**src/rtl/yprgb_pkg.sv**
```systemverilog
`timescale 1ns / 1ps
package yprgb_pkg;

   localparam int CSR_ADDR_W = 4;
   localparam int CSR_DATA_W = 32;

   // register indexes, byte address is 4 times the index
   localparam logic [1:0] REG_CHROMA_MODE = 2'd0;
   localparam logic [1:0] REG_LUMA_ONLY   = 2'd1;
   localparam logic [1:0] REG_REDUCE_565  = 2'd2;

   localparam logic [7:0] CHROMA_ZERO = 8'd128;

   localparam logic signed [17:0] COEF_B_U = 18'sd443;
   localparam logic signed [17:0] COEF_G_V = 18'sd179;
   localparam logic signed [17:0] COEF_G_U = 18'sd86;
   localparam logic signed [17:0] COEF_R_V = 18'sd351;

   typedef struct packed {
      logic chroma_mode;
      logic luma_only;
      logic reduce_565;
   } cfg_type;

   // chroma offsets shared by both pixels of a pair
   typedef struct packed {
      logic signed [9:0] blue;
      logic signed [9:0] green;
      logic signed [9:0] red;
   } offset_type;

   // clamp a signed channel value to 0..255
   function automatic logic [7:0] clamp8(input logic signed [10:0] x);
      logic [7:0] res;
      if (x[10]) begin
         res = 8'd0;
      end else if (x[9:8] != 2'b00) begin
         res = 8'd255;
      end else begin
         res = x[7:0];
      end
      return res;
   endfunction

endpackage

```
**src/rtl/yprgb_csr.sv**
```systemverilog
`timescale 1ns / 1ps
module yprgb_csr
   import yprgb_pkg::*;
(
   input  logic                  clock,
   input  logic                  reset,
   input  logic                  csr_psel,
   input  logic                  csr_penable,
   input  logic                  csr_pwrite,
   input  logic [CSR_ADDR_W-1:0] csr_paddr,
   input  logic [CSR_DATA_W-1:0] csr_pwdata,
   output logic [CSR_DATA_W-1:0] csr_prdata,
   output logic                  csr_pready,
   output cfg_type               cfg
);

   cfg_type    cfg_ff;
   cfg_type    cfg_in;
   logic       wr_en;
   logic [1:0] reg_idx;

   assign csr_pready = 1'b1;
   assign wr_en      = csr_psel && csr_penable && csr_pwrite && csr_pready;
   assign reg_idx    = csr_paddr[3:2];

   always_comb begin
      cfg_in = cfg_ff;
      if (wr_en) begin
         case (reg_idx)
            REG_CHROMA_MODE: cfg_in.chroma_mode = csr_pwdata[0];
            REG_LUMA_ONLY:   cfg_in.luma_only   = csr_pwdata[0];
            REG_REDUCE_565:  cfg_in.reduce_565  = csr_pwdata[0];
            default:         cfg_in = cfg_ff;
         endcase
      end
   end

   always_ff @(posedge clock) begin
      if (reset) begin
         cfg_ff <= '0;
      end else begin
         cfg_ff <= cfg_in;
      end
   end

   always_comb begin
      case (reg_idx)
         REG_CHROMA_MODE: csr_prdata = {{(CSR_DATA_W-1){1'b0}}, cfg_ff.chroma_mode};
         REG_LUMA_ONLY:   csr_prdata = {{(CSR_DATA_W-1){1'b0}}, cfg_ff.luma_only};
         REG_REDUCE_565:  csr_prdata = {{(CSR_DATA_W-1){1'b0}}, cfg_ff.reduce_565};
         default:         csr_prdata = '0;
      endcase
   end

   assign cfg = cfg_ff;

endmodule

```
**src/rtl/yprgb_chroma.sv**
```systemverilog
`timescale 1ns / 1ps
module yprgb_chroma
   import yprgb_pkg::*;
(
   input  logic [7:0] cb_first,
   input  logic [7:0] cr_first,
   input  logic [7:0] cb_second,
   input  logic [7:0] cr_second,
   input  cfg_type    cfg,
   output offset_type ofs
);

   logic [8:0]         cb_sum;
   logic [8:0]         cr_sum;
   logic [7:0]         u;
   logic [7:0]         v;
   logic signed [8:0]  du;
   logic signed [8:0]  dv;
   logic signed [17:0] du_x;
   logic signed [17:0] dv_x;
   logic signed [17:0] prod_b;
   logic signed [17:0] prod_g;
   logic signed [17:0] prod_r;

   assign cb_sum = {1'b0, cb_first} + {1'b0, cb_second};
   assign cr_sum = {1'b0, cr_first} + {1'b0, cr_second};

   always_comb begin
      if (cfg.luma_only) begin
         u = CHROMA_ZERO;
         v = CHROMA_ZERO;
      end else if (cfg.chroma_mode) begin
         u = cb_sum[8:1];
         v = cr_sum[8:1];
      end else begin
         u = cb_first;
         v = cr_first;
      end
   end

   assign du   = $signed({1'b0, u}) - $signed({1'b0, CHROMA_ZERO});
   assign dv   = $signed({1'b0, v}) - $signed({1'b0, CHROMA_ZERO});
   assign du_x = $signed({{9{du[8]}}, du});
   assign dv_x = $signed({{9{dv[8]}}, dv});

   // constant multiplies, then arithmetic shift by 8 via bit select
   assign prod_b = du_x * COEF_B_U;
   assign prod_g = dv_x * COEF_G_V + du_x * COEF_G_U;
   assign prod_r = dv_x * COEF_R_V;

   assign ofs.blue  = prod_b[17:8];
   assign ofs.green = prod_g[17:8];
   assign ofs.red   = prod_r[17:8];

endmodule

```
**src/rtl/yprgb_pixel.sv**
```systemverilog
`timescale 1ns / 1ps
module yprgb_pixel
   import yprgb_pkg::*;
(
   input  logic [7:0] luma,
   input  offset_type ofs,
   input  logic       reduce_565,
   output logic [7:0] blue,
   output logic [7:0] green,
   output logic [7:0] red
);

   logic signed [10:0] y_x;
   logic signed [10:0] b_sum;
   logic signed [10:0] g_sum;
   logic signed [10:0] r_sum;
   logic [7:0]         b_clamp;
   logic [7:0]         g_clamp;
   logic [7:0]         r_clamp;

   assign y_x   = $signed({3'b000, luma});
   assign b_sum = y_x + $signed({ofs.blue[9], ofs.blue});
   assign g_sum = y_x - $signed({ofs.green[9], ofs.green});
   assign r_sum = y_x + $signed({ofs.red[9], ofs.red});

   assign b_clamp = clamp8(b_sum);
   assign g_clamp = clamp8(g_sum);
   assign r_clamp = clamp8(r_sum);

   // 5-6-5 drops the low bits of each channel
   assign blue  = reduce_565 ? {3'b000, b_clamp[7:3]} : b_clamp;
   assign green = reduce_565 ? {2'b00, g_clamp[7:2]}  : g_clamp;
   assign red   = reduce_565 ? {3'b000, r_clamp[7:3]} : r_clamp;

endmodule

```
**src/rtl/yuv_pair_to_rgb_converter.sv**
```systemverilog
`timescale 1ns / 1ps
// yuv pixel pair to rgb converter, integer bt.601
// input channel: a word (two lumas and up to two chroma pairs) is taken at a
//   rising edge with start high and busy low; busy is always low, so a word
//   can be offered in every cycle
// result channel: rsp_valid marks the six rgb channels for exactly one cycle;
//   the receiver takes them at the end of that cycle and cannot stall, so
//   nothing is ever held back or queued
// path: a word taken at a rising edge goes into the input register, then
//   its result goes into the result register and is shown on the result
//   channel from there
// throughput: one word per cycle, the whole conversion sits between the
//   input register and the result register
// csr port: apb-style, chroma_mode at 0x0, luma_only at 0x4, reduce_565 at
//   0x8; only bit 0 is used; write the registers only while no word is in
//   flight
// reset: synchronous, clears the csr registers to 0 and drops both valid flags; data registers are not reset
module yuv_pair_to_rgb_converter
   import yprgb_pkg::*;
(
   input  logic                  clock,
   input  logic                  reset,
   // input channel
   input  logic                  start,
   output logic                  busy,
   input  logic [7:0]            req_luma_first,
   input  logic [7:0]            req_luma_second,
   input  logic [7:0]            req_cb_first,
   input  logic [7:0]            req_cr_first,
   input  logic [7:0]            req_cb_second,
   input  logic [7:0]            req_cr_second,
   // result channel
   output logic                  rsp_valid,
   output logic [7:0]            rsp_blue_first,
   output logic [7:0]            rsp_green_first,
   output logic [7:0]            rsp_red_first,
   output logic [7:0]            rsp_blue_second,
   output logic [7:0]            rsp_green_second,
   output logic [7:0]            rsp_red_second,
   // csr port
   input  logic                  csr_psel,
   input  logic                  csr_penable,
   input  logic                  csr_pwrite,
   input  logic [CSR_ADDR_W-1:0] csr_paddr,
   input  logic [CSR_DATA_W-1:0] csr_pwdata,
   output logic [CSR_DATA_W-1:0] csr_prdata,
   output logic                  csr_pready
);

   cfg_type    cfg;
   offset_type ofs;

   // input register
   logic       in_valid_ff;
   logic       in_valid_in;
   logic [7:0] luma_first_ff;
   logic [7:0] luma_second_ff;
   logic [7:0] cb_first_ff;
   logic [7:0] cr_first_ff;
   logic [7:0] cb_second_ff;
   logic [7:0] cr_second_ff;

   // result register
   logic       out_valid_ff;
   logic [7:0] blue_first_ff;
   logic [7:0] green_first_ff;
   logic [7:0] red_first_ff;
   logic [7:0] blue_second_ff;
   logic [7:0] green_second_ff;
   logic [7:0] red_second_ff;

   logic [7:0] blue_first_in;
   logic [7:0] green_first_in;
   logic [7:0] red_first_in;
   logic [7:0] blue_second_in;
   logic [7:0] green_second_in;
   logic [7:0] red_second_in;

   // fully pipelined, never stalls
   assign busy        = 1'b0;
   assign in_valid_in = start && !busy;

   yprgb_csr u_csr (
      .clock       (clock),
      .reset       (reset),
      .csr_psel    (csr_psel),
      .csr_penable (csr_penable),
      .csr_pwrite  (csr_pwrite),
      .csr_paddr   (csr_paddr),
      .csr_pwdata  (csr_pwdata),
      .csr_prdata  (csr_prdata),
      .csr_pready  (csr_pready),
      .cfg         (cfg)
   );

   always_ff @(posedge clock) begin
      if (reset) begin
         in_valid_ff <= 1'b0;
      end else begin
         in_valid_ff <= in_valid_in;
      end
   end

   // payload captured only on an accepted word
   always_ff @(posedge clock) begin
      if (in_valid_in) begin
         luma_first_ff  <= req_luma_first;
         luma_second_ff <= req_luma_second;
         cb_first_ff    <= req_cb_first;
         cr_first_ff    <= req_cr_first;
         cb_second_ff   <= req_cb_second;
         cr_second_ff   <= req_cr_second;
      end
   end

   // chroma select/average and the three offsets, shared by both pixels
   yprgb_chroma u_chroma (
      .cb_first  (cb_first_ff),
      .cr_first  (cr_first_ff),
      .cb_second (cb_second_ff),
      .cr_second (cr_second_ff),
      .cfg       (cfg),
      .ofs       (ofs)
   );

   yprgb_pixel u_pixel_first (
      .luma       (luma_first_ff),
      .ofs        (ofs),
      .reduce_565 (cfg.reduce_565),
      .blue       (blue_first_in),
      .green      (green_first_in),
      .red        (red_first_in)
   );

   yprgb_pixel u_pixel_second (
      .luma       (luma_second_ff),
      .ofs        (ofs),
      .reduce_565 (cfg.reduce_565),
      .blue       (blue_second_in),
      .green      (green_second_in),
      .red        (red_second_in)
   );

   always_ff @(posedge clock) begin
      if (reset) begin
         out_valid_ff <= 1'b0;
      end else begin
         out_valid_ff <= in_valid_ff;
      end
   end

   always_ff @(posedge clock) begin
      if (in_valid_ff) begin
         blue_first_ff   <= blue_first_in;
         green_first_ff  <= green_first_in;
         red_first_ff    <= red_first_in;
         blue_second_ff  <= blue_second_in;
         green_second_ff <= green_second_in;
         red_second_ff   <= red_second_in;
      end
   end

   assign rsp_valid        = out_valid_ff;
   assign rsp_blue_first   = blue_first_ff;
   assign rsp_green_first  = green_first_ff;
   assign rsp_red_first    = red_first_ff;
   assign rsp_blue_second  = blue_second_ff;
   assign rsp_green_second = green_second_ff;
   assign rsp_red_second   = red_second_ff;

endmodule

```
**config.mk**
```make
export PLATFORM = sky130hd
export DESIGN_NAME = yuv_pair_to_rgb_converter
export DESIGN_NICKNAME = d
export VERILOG_FILES = /design/src/rtl/yprgb_pkg.sv /design/src/rtl/yprgb_csr.sv /design/src/rtl/yprgb_chroma.sv /design/src/rtl/yprgb_pixel.sv /design/src/rtl/yuv_pair_to_rgb_converter.sv
export SDC_FILE = /design/constraint.sdc
export NUM_CORES = 1
export LEC_CHECK = 0
export ABC_AREA = 1
export BUFFER_PORTS_ARGS = -buffer_cell sky130_fd_sc_hd__clkbuf_2
export CORE_UTILIZATION = 60
export CTS_BUF_LIST = sky130_fd_sc_hd__clkbuf_8
export DETAILED_ROUTE_END_ITERATION = 8
export PLACE_DENSITY = 0.83
export SYNTH_ARGS = -nofsm -noshare
export SYNTH_HDL_FRONTEND = slang
export SYNTH_SLANG_ARGS = --single-unit
```
**constraint.sdc**
```tcl
create_clock -name clock -period 9 [get_ports clock]
set_input_delay 0.9 -clock clock [delete_from_list [all_inputs] [get_ports clock]]
set_output_delay 0.9 -clock clock [all_outputs]
set_load 0.02 [all_outputs]
```
Yosys cells after proc, flatten, opt, wreduce, memory -nomap -nowiden
Index checks and enable logic that the tools add are counted.
W data, S select, Z words.
{"block": "op_classes", "addsub": 11, "reduce_logical": 12, "multipliers": 4, "eq_ne": 2, "mux": 23}
{"cell": "$mux W8", "count": 16}
{"cell": "$add A9 B10 Y11", "count": 4}
{"cell": "$mul A9 B10 Y18 const B", "count": 2}
{"cell": "$sub A9 B10 Y11", "count": 2}
{"cell": "$mux W5", "count": 4}
{"cell": "$add A18 B17 Y18", "count": 1}
{"cell": "$add A8 B8 Y9", "count": 2}
{"cell": "$mul A9 B9 Y18 const B", "count": 1}
{"cell": "$sub A8 B8 Y9 const B", "count": 2}
{"cell": "$mul A9 B7 Y16 const B", "count": 1}
{"cell": "$mux W6", "count": 2}
{"cell": "$reduce_bool A2 Y1", "count": 6}
{"cell": "$reduce_and A2 Y1", "count": 3}
{"cell": "$pmux W1 S3", "count": 1}
{"cell": "$eq A2 B1 Y1 const B", "count": 1}
{"cell": "$eq A2 B2 Y1 const B", "count": 1}
{"cell": "$logic_and A1 B1 Y1", "count": 2}
{"cell": "$logic_not A2 Y1", "count": 1}
{"block": "word_totals", "out_inout_bits": 83, "regBits": 101, "elab_cells": 75, "inputBits": 90}

Logic depth before layout (Yosys ltp)
{"block": "depth", "word_depth": 11, "mapped_depth": 45, "ltp_nobuf": 45}

Hierarchy
Synthesis repeated with hierarchy kept, for this count alone.
{"block": "unflattened", "hier_cells": 1731, "hier_area_um2": 14139.8}
{"mod": "yprgb_chroma", "cells_each": 822, "seq_area_each_um2": 0.0, "area_each_um2": 6590.1, "n_inst": 1}
{"mod": "yuv_pair_to_rgb_converter", "cells_each": 104, "seq_area_each_um2": 2922.8, "area_each_um2": 2949.1, "n_inst": 1}
{"mod": "yprgb_pixel (u_pixel_second)", "cells_each": 371, "seq_area_each_um2": 0.0, "area_each_um2": 2090.8, "n_inst": 1}
{"mod": "yprgb_pixel (u_pixel_first)", "cells_each": 371, "seq_area_each_um2": 0.0, "area_each_um2": 2088.3, "n_inst": 1}
{"mod": "yprgb_csr", "cells_each": 63, "seq_area_each_um2": 60.1, "area_each_um2": 421.7, "n_inst": 1}

Worst setup path before layout
OpenSTA, ideal clock, no wires.
{"block": "synth_timing", "path_kind": "flip-flop to flip-flop", "from": "register cb_first_ff[0]", "to": "register green_first_ff[0] (netlist: rsp_green_first[0]), data pin", "period_less_slack_ps": 7370, "setup_ps": 254, "arrival_ps": 7116, "stages_incl_launch_ff": 44, "path_slack_ps": 1630, "path_cell_list": "edfxtp_1 nand2_1 inv_1 fa_1 nand3_1 nand2_1 nand2_1 nand2_1 xor2_1 nand2_1 o211ai_1 inv_1 ha_1 ha_1 inv_1 fa_1 fa_1 inv_1 [8 not listed] o21ai_0 a21o_1 nand3_1 nand2_1 xnor2_1 ha_1 a21oi_1 inv_1 a31oi_1 o21ai_0 a21oi_1 nor2_1 nand3_1 nand3_1 nand2_4 nand3_4 o21ai_1 nand2_1"}
{"block": "synth_via", "elab_chain_len": 11}
{"element": "from (decl)", "line": "yuv_pair_to_rgb_converter.sv:58", "source": "logic [7:0] cb_first_ff;"}
{"element": "from (signal assigned)", "line": "yuv_pair_to_rgb_converter.sv:109", "source": "cb_first_ff <= req_cb_first;"}
{"element": "$add A8 B8 Y9", "line": "yprgb_chroma.sv:25", "source": "assign cb_sum = {1'b0, cb_first} + {1'b0, cb_second};"}
{"element": "$mux W8 (*)", "line": "yprgb_chroma.sv:32", "source": "end else if (cfg.chroma_mode) begin"}
{"element": "$mux W8 (*)", "line": "yprgb_chroma.sv:29", "source": "if (cfg.luma_only) begin"}
{"element": "$sub A8 B8 Y9 (*)", "line": "yprgb_chroma.sv:41", "source": "assign du = $signed({1'b0, u}) - $signed({1'b0, CHROMA_ZERO});"}
{"element": "$mul A9 B7 Y16 (*)", "line": "yprgb_chroma.sv:48", "source": "assign prod_g = dv_x * COEF_G_V + du_x * COEF_G_U;"}
{"element": "$add A18 B17 Y18 (*)", "line": "yprgb_chroma.sv:48"}
{"element": "$sub A9 B10 Y11 (*)", "line": "yprgb_pixel.sv:23", "source": "assign g_sum = y_x - $signed({ofs.green[9], ofs.green});"}
{"element": "$reduce_bool A2 Y1", "line": "yprgb_pkg.sv:37", "source": "end else if (x[9:8] != 2'b00) begin"}
{"element": "$mux W8", "line": "yprgb_pkg.sv:37"}
{"element": "$mux W8 (*)", "line": "yprgb_pkg.sv:35", "source": "if (x[10]) begin"}
{"element": "$mux W6 (*)", "line": "yprgb_pixel.sv:32", "source": "assign green = reduce_565 ? {2'b00, g_clamp[7:2]} : g_clamp;"}
{"element": "net green_first_in[0]", "line": "yuv_pair_to_rgb_converter.sv:73", "source": "logic [7:0] green_first_in;"}
{"element": "to (signal assigned)", "line": "yuv_pair_to_rgb_converter.sv:155", "source": "green_first_ff <= green_first_in;"}
{"element": "to (decl)", "line": "yuv_pair_to_rgb_converter.sv:66", "source": "logic [7:0] green_first_ff;"}
The timed path passes the listed nets; every way through them passes the cells marked *.
A chain may end at the register's enable or synchronous reset.

Final worst setup path
{"block": "layout_timing", "from": "register cb_first_ff[0]", "to": "register green_first_ff[2] (netlist: rsp_green_first[2]), data pin"}
Same word-level chain as after synthesis.

==> impl.org <==
** Drt
- WL per Instance :: 14.1 µm
- Before antenna repair, the detailed router went through 5 iterations.
- The detailed router finished its first iteration with approximately 530 violations.
- Remaining number of nets flagged by the antenna check after routing :: 0
- Count of vias placed by the detailed router :: 10000
- Routed wire length :: about 27 mm
- Dividing the detail-routed via count by the number of cells gives 5.32.
- Post-route DRC violation count :: 0

** Global route
- Remaining global-route overflow :: 0
- The number of antenna violations at the first check in global routing was 0.
- Maximum number of pins on one net before global-route repair :: 50
- The first global-routing pass estimated 44.1 mm of wire.
- Number of global-route vias before repair :: 9748
- In the global route stage, overall resource usage came out at 25.3%.

** Final layout
- Flip-flop and latch area :: 2980 µm²
- Compared with the post-synthesis result, the final layout area differs by 7.30%.
- Once layout is done, the placed cells without fillers occupy about 14000 µm².
- Share of layout cells above drive strength 1 :: between 10% and 20%
- The final layout contains 2001 nets.
- Counting the fill cells in the layout gives 1693.
- At the end of the flow the core is filled with cells to between 60% and 70%.
- Ant. Diodes :: 0
- Combined area of the multi-input logic cells :: 8620 µm²

** Logic synthesis
- Sequential element share of the synthesized area :: 23.1%
- Yosys Warn Count :: 0
- Synth Area per Inst :: ~8.7 µm²
- Post-synthesis async set-or-reset flop share :: 0%
- Main flop type after synthesis :: edfxtp_1
- The synthesized netlist occupies a cell area of roughly 13000 µm².
- Cells after synthesis :: 1492
- Post-synthesis sequential element count :: 101
- The synthesized design contains between 90 and 100 enable-type register cells.
- The netlist uses 51 different library cells.

** Setup path
- Data arrival time of the critical path :: 8610 ps
- Endpoint kind of the worst setup timing path :: flip-flop
- Worst Setup Start Kind :: flip-flop
- Crit-path most repeated cell :: nand2_1
- The critical path is of the reg2reg type.
- On the worst path, the slowest cell contributes a delay of 550 ps.
- In this run the worst path has a maximum fanout of 6.
- Standard cell with the maximum stage delay on the critical path :: fa_1
- Worst r2r path cells :: 41
- WP data required :: a little over 9000 ps
- Launch point of the worst reg-to-reg path :: cb_first_ff[0]
- Capturing point of the worst reg2reg path :: rsp_green_first[2]
- Register-to-Register Setup Slack :: between 500 and 600 ps

** Clock tree
- Counting every sink on the clock net gives 101.
- Maximum buffer depth of the clock tree :: 2
- CTS clk-pin slew, worst paths :: around 120 ps
- Number of buffers added for setup after CTS :: 0
- Count of hold buffers inserted by post-cts repair :: 0
- H-tree Lvls :: 3
- Clock latency on the worst-skew pair, taken at its later pin, is about 410 ps.
- TritonCTS clock tree :: done
- Number of buffers added by the clock tree synthesis step :: 9
- Root Buffer :: clkbuf_8

** Place
- The congestion estimate from routability-driven global placement came to between 0.9 and 1.
- During placement, the flow inserted port buffers numbering between 100 and 150.
- Post-placement cell area :: roughly 14000 µm²
- Summed over all nets, the half-perimeter wirelength after detailed placement is between 20 and 25 mm.

** Floorplanning
- Die boundary width :: 149 µm
- The die covers 22100 µm².
- During I/O placement, the number of pins put on the boundary was approximately 170.
- In this run the standard cell core region covers 21100 µm².
- The floorplan has 53 rows.
- Vertical extent of the die :: approximately 150 µm
- Starting utilization of the core area :: 61.2%

** Timing
- Setup TNS :: 0 ps
- Part of the cycle the worst path needs :: 94.0%
- Number of pins exceeding their max-slew limit in the final report :: 0
- Final Hold Fails :: 0
- Worst Tran Pin Value :: 1080 ps
- RSZ-0062 raised after global routing :: false
- In this run the tightest slew margin relative to its limit is 28.2%.
- Setup violations remaining at the end of the flow were counted as 0.
- For the final database, setup skew stands at 27.1 ps.
- After layout, the minimum clock period comes to 8460 ps.
- Fmax achieved :: approximately 120 MHz

** Min path
- The worst hold path terminates at cb_second_ff[6].
- In this run the most critical hold path is launched from req_cb_second[6].
- The min-delay analysis places its worst path in the category in2reg.
- Along the worst hold path, the cell count comes to 1.

** Run
- Max-cap violations in this run came to 0.

** Run status
- The run finished with clean final reports.
[placed cells by master (no fill, tap or decap), types with 6 or more instances in the layout]
cell type and n:
nand3_1 80, a31oi_1 6, a21oi_1 85, o21bai_1 8
xnor2_1 30, o21ai_0 45, clkbuf_2 106, inv_1 298
o21ai_1 11, conb_1 33, fa_1 91, nand2_1 257
inv_2 9, nor2_1 52, xor2_1 45, nand3_2 7
clkbuf_8 9, nand2_2 12, edfxtp_1 96, ha_1 218
nand4_1 29, nand2_4 7, nor3_1 9
[cells in the mapped netlist, types with 6 or more instances]
| library cell | count | area [µm²] |
|---|---|---|
| a21oi_1 | 85 | 425 |
| a31oi_1 | 6 | 37.5 |
| buf_4 | 33 | 248 |
| edfxtp_1 | 96 | 2880 |
| fa_1 | 91 | 1820 |
| ha_1 | 218 | 2730 |
| inv_1 | 297 | 1110 |
| inv_2 | 9 | 33.8 |
| nand2_1 | 257 | 965 |
| nand2_2 | 12 | 75.1 |
| nand2_4 | 7 | 78.8 |
| nand3_1 | 80 | 400 |
| nand3_2 | 7 | 70.1 |
| nand4_1 | 29 | 181 |
| nor2_1 | 52 | 195 |
| nor3_1 | 9 | 45.0 |
| o21ai_0 | 45 | 225 |
| o21ai_1 | 11 | 55.1 |
| o21bai_1 | 8 | 60.1 |
| xnor2_1 | 31 | 272 |
| xor2_1 | 45 | 394 |
[layout make-up]
type / count / share of cell area [%]
clock buffer: 9 / 0.894
clock inverter: 7 / 0.587
inverter: 307 / 8.33
multi-input combinational: 1075 / 62.2
sequential: 101 / 21.5
tap: 275 / 2.48
timing repair buffer: 108 / 3.94
[logic make-up after synthesis]
family,count (synthesis),share of synthesized area [%]
buffers and inverters,347,11.1
and+or+nand+nor,470,16.7
AOI/OAI and AO/OA,184,8.22
DFF,101,23.1
xor gates and xnor gates,79,5.62
other,2,0.0581
adders and majority gates,309,35.2
[sequential cells by signal, indices dropped and copies added (netlist names)]
register / cells
rsp_blue_second: 8
cr_first_ff: 8
rsp_red_first: 8
cr_second_ff: 8
rsp_blue_first: 8
cb_first_ff: 8
in_valid_ff: 1
rsp_green_second: 8
cb_second_ff: 8
rsp_red_second: 8
u_csr.cfg: 3
rsp_green_first: 8
rsp_valid: 1
luma_first_ff: 8
luma_second_ff: 8
[routing by layer]
| layer | up-vias | wire [µm] | track usage (%) |
|---|---|---|---|
| met5 | - | 0 | 0 |
| li1 | 5039 | - | - |
| met2 | 350 | 12700 | 43.2 |
| met1 | 4566 | 11400 | 32.4 |
| met3 | 65 | 1570 | 2.76 |
| met4 | 0 | 970 | 10.8 |
[per-stage QoR]
stage | instances | setup slack [ps] | hold slack [ps]
2_1_floorplan | 1523 | 1630 | 697
3_3_place_gp | 1866 | 842 | 755
3_5_place_dp | 1866 | 577 | 764
4_1_cts | 1882 | 535 | 652
5_1_grt | 1882 | 25.5 | 648
6_report | 1882 | 541 | 655
[how the worst max path moves through the flow]
| stage | cells after the start | start | to |
|---|---|---|---|
| 6_report | 41 | cb_first_ff[0] | rsp_green_first[2] |
| 4_1_cts | 43 | cb_first_ff[0] | rsp_green_first[1] |
| 3_3_place_gp | 43 | cb_first_ff[0] | rsp_green_first[1] |
| 2_1_floorplan | 43 | cb_first_ff[0] | rsp_green_first[0] |
| 3_5_place_dp | 43 | cb_first_ff[0] | rsp_green_first[1] |
| 5_1_grt | 43 | cb_first_ff[0] | rsp_green_first[1] |
[worst max-delay path, delay by kind of cell, from the launching register on]
family	cells	cell delay [ps]
adders and majority gates	9	3610
AOI/OAI and AO/OA	8	1500
and+or+nand+nor	15	1370
xor gates and xnor gates	3	820
buffers and inverters	6	510
DFF	1	390
[what timing repair did]
action / 4_1_cts / 5_1_grt
gates resized for setup: 0 / 1
hold endpoints to repair: 0 / 0
setup endpoints to repair: 0 / 7
Power is left out: the tool's default activity adds up to more than one toggle a clock period on the data nets, which glitch-free logic cannot reach.
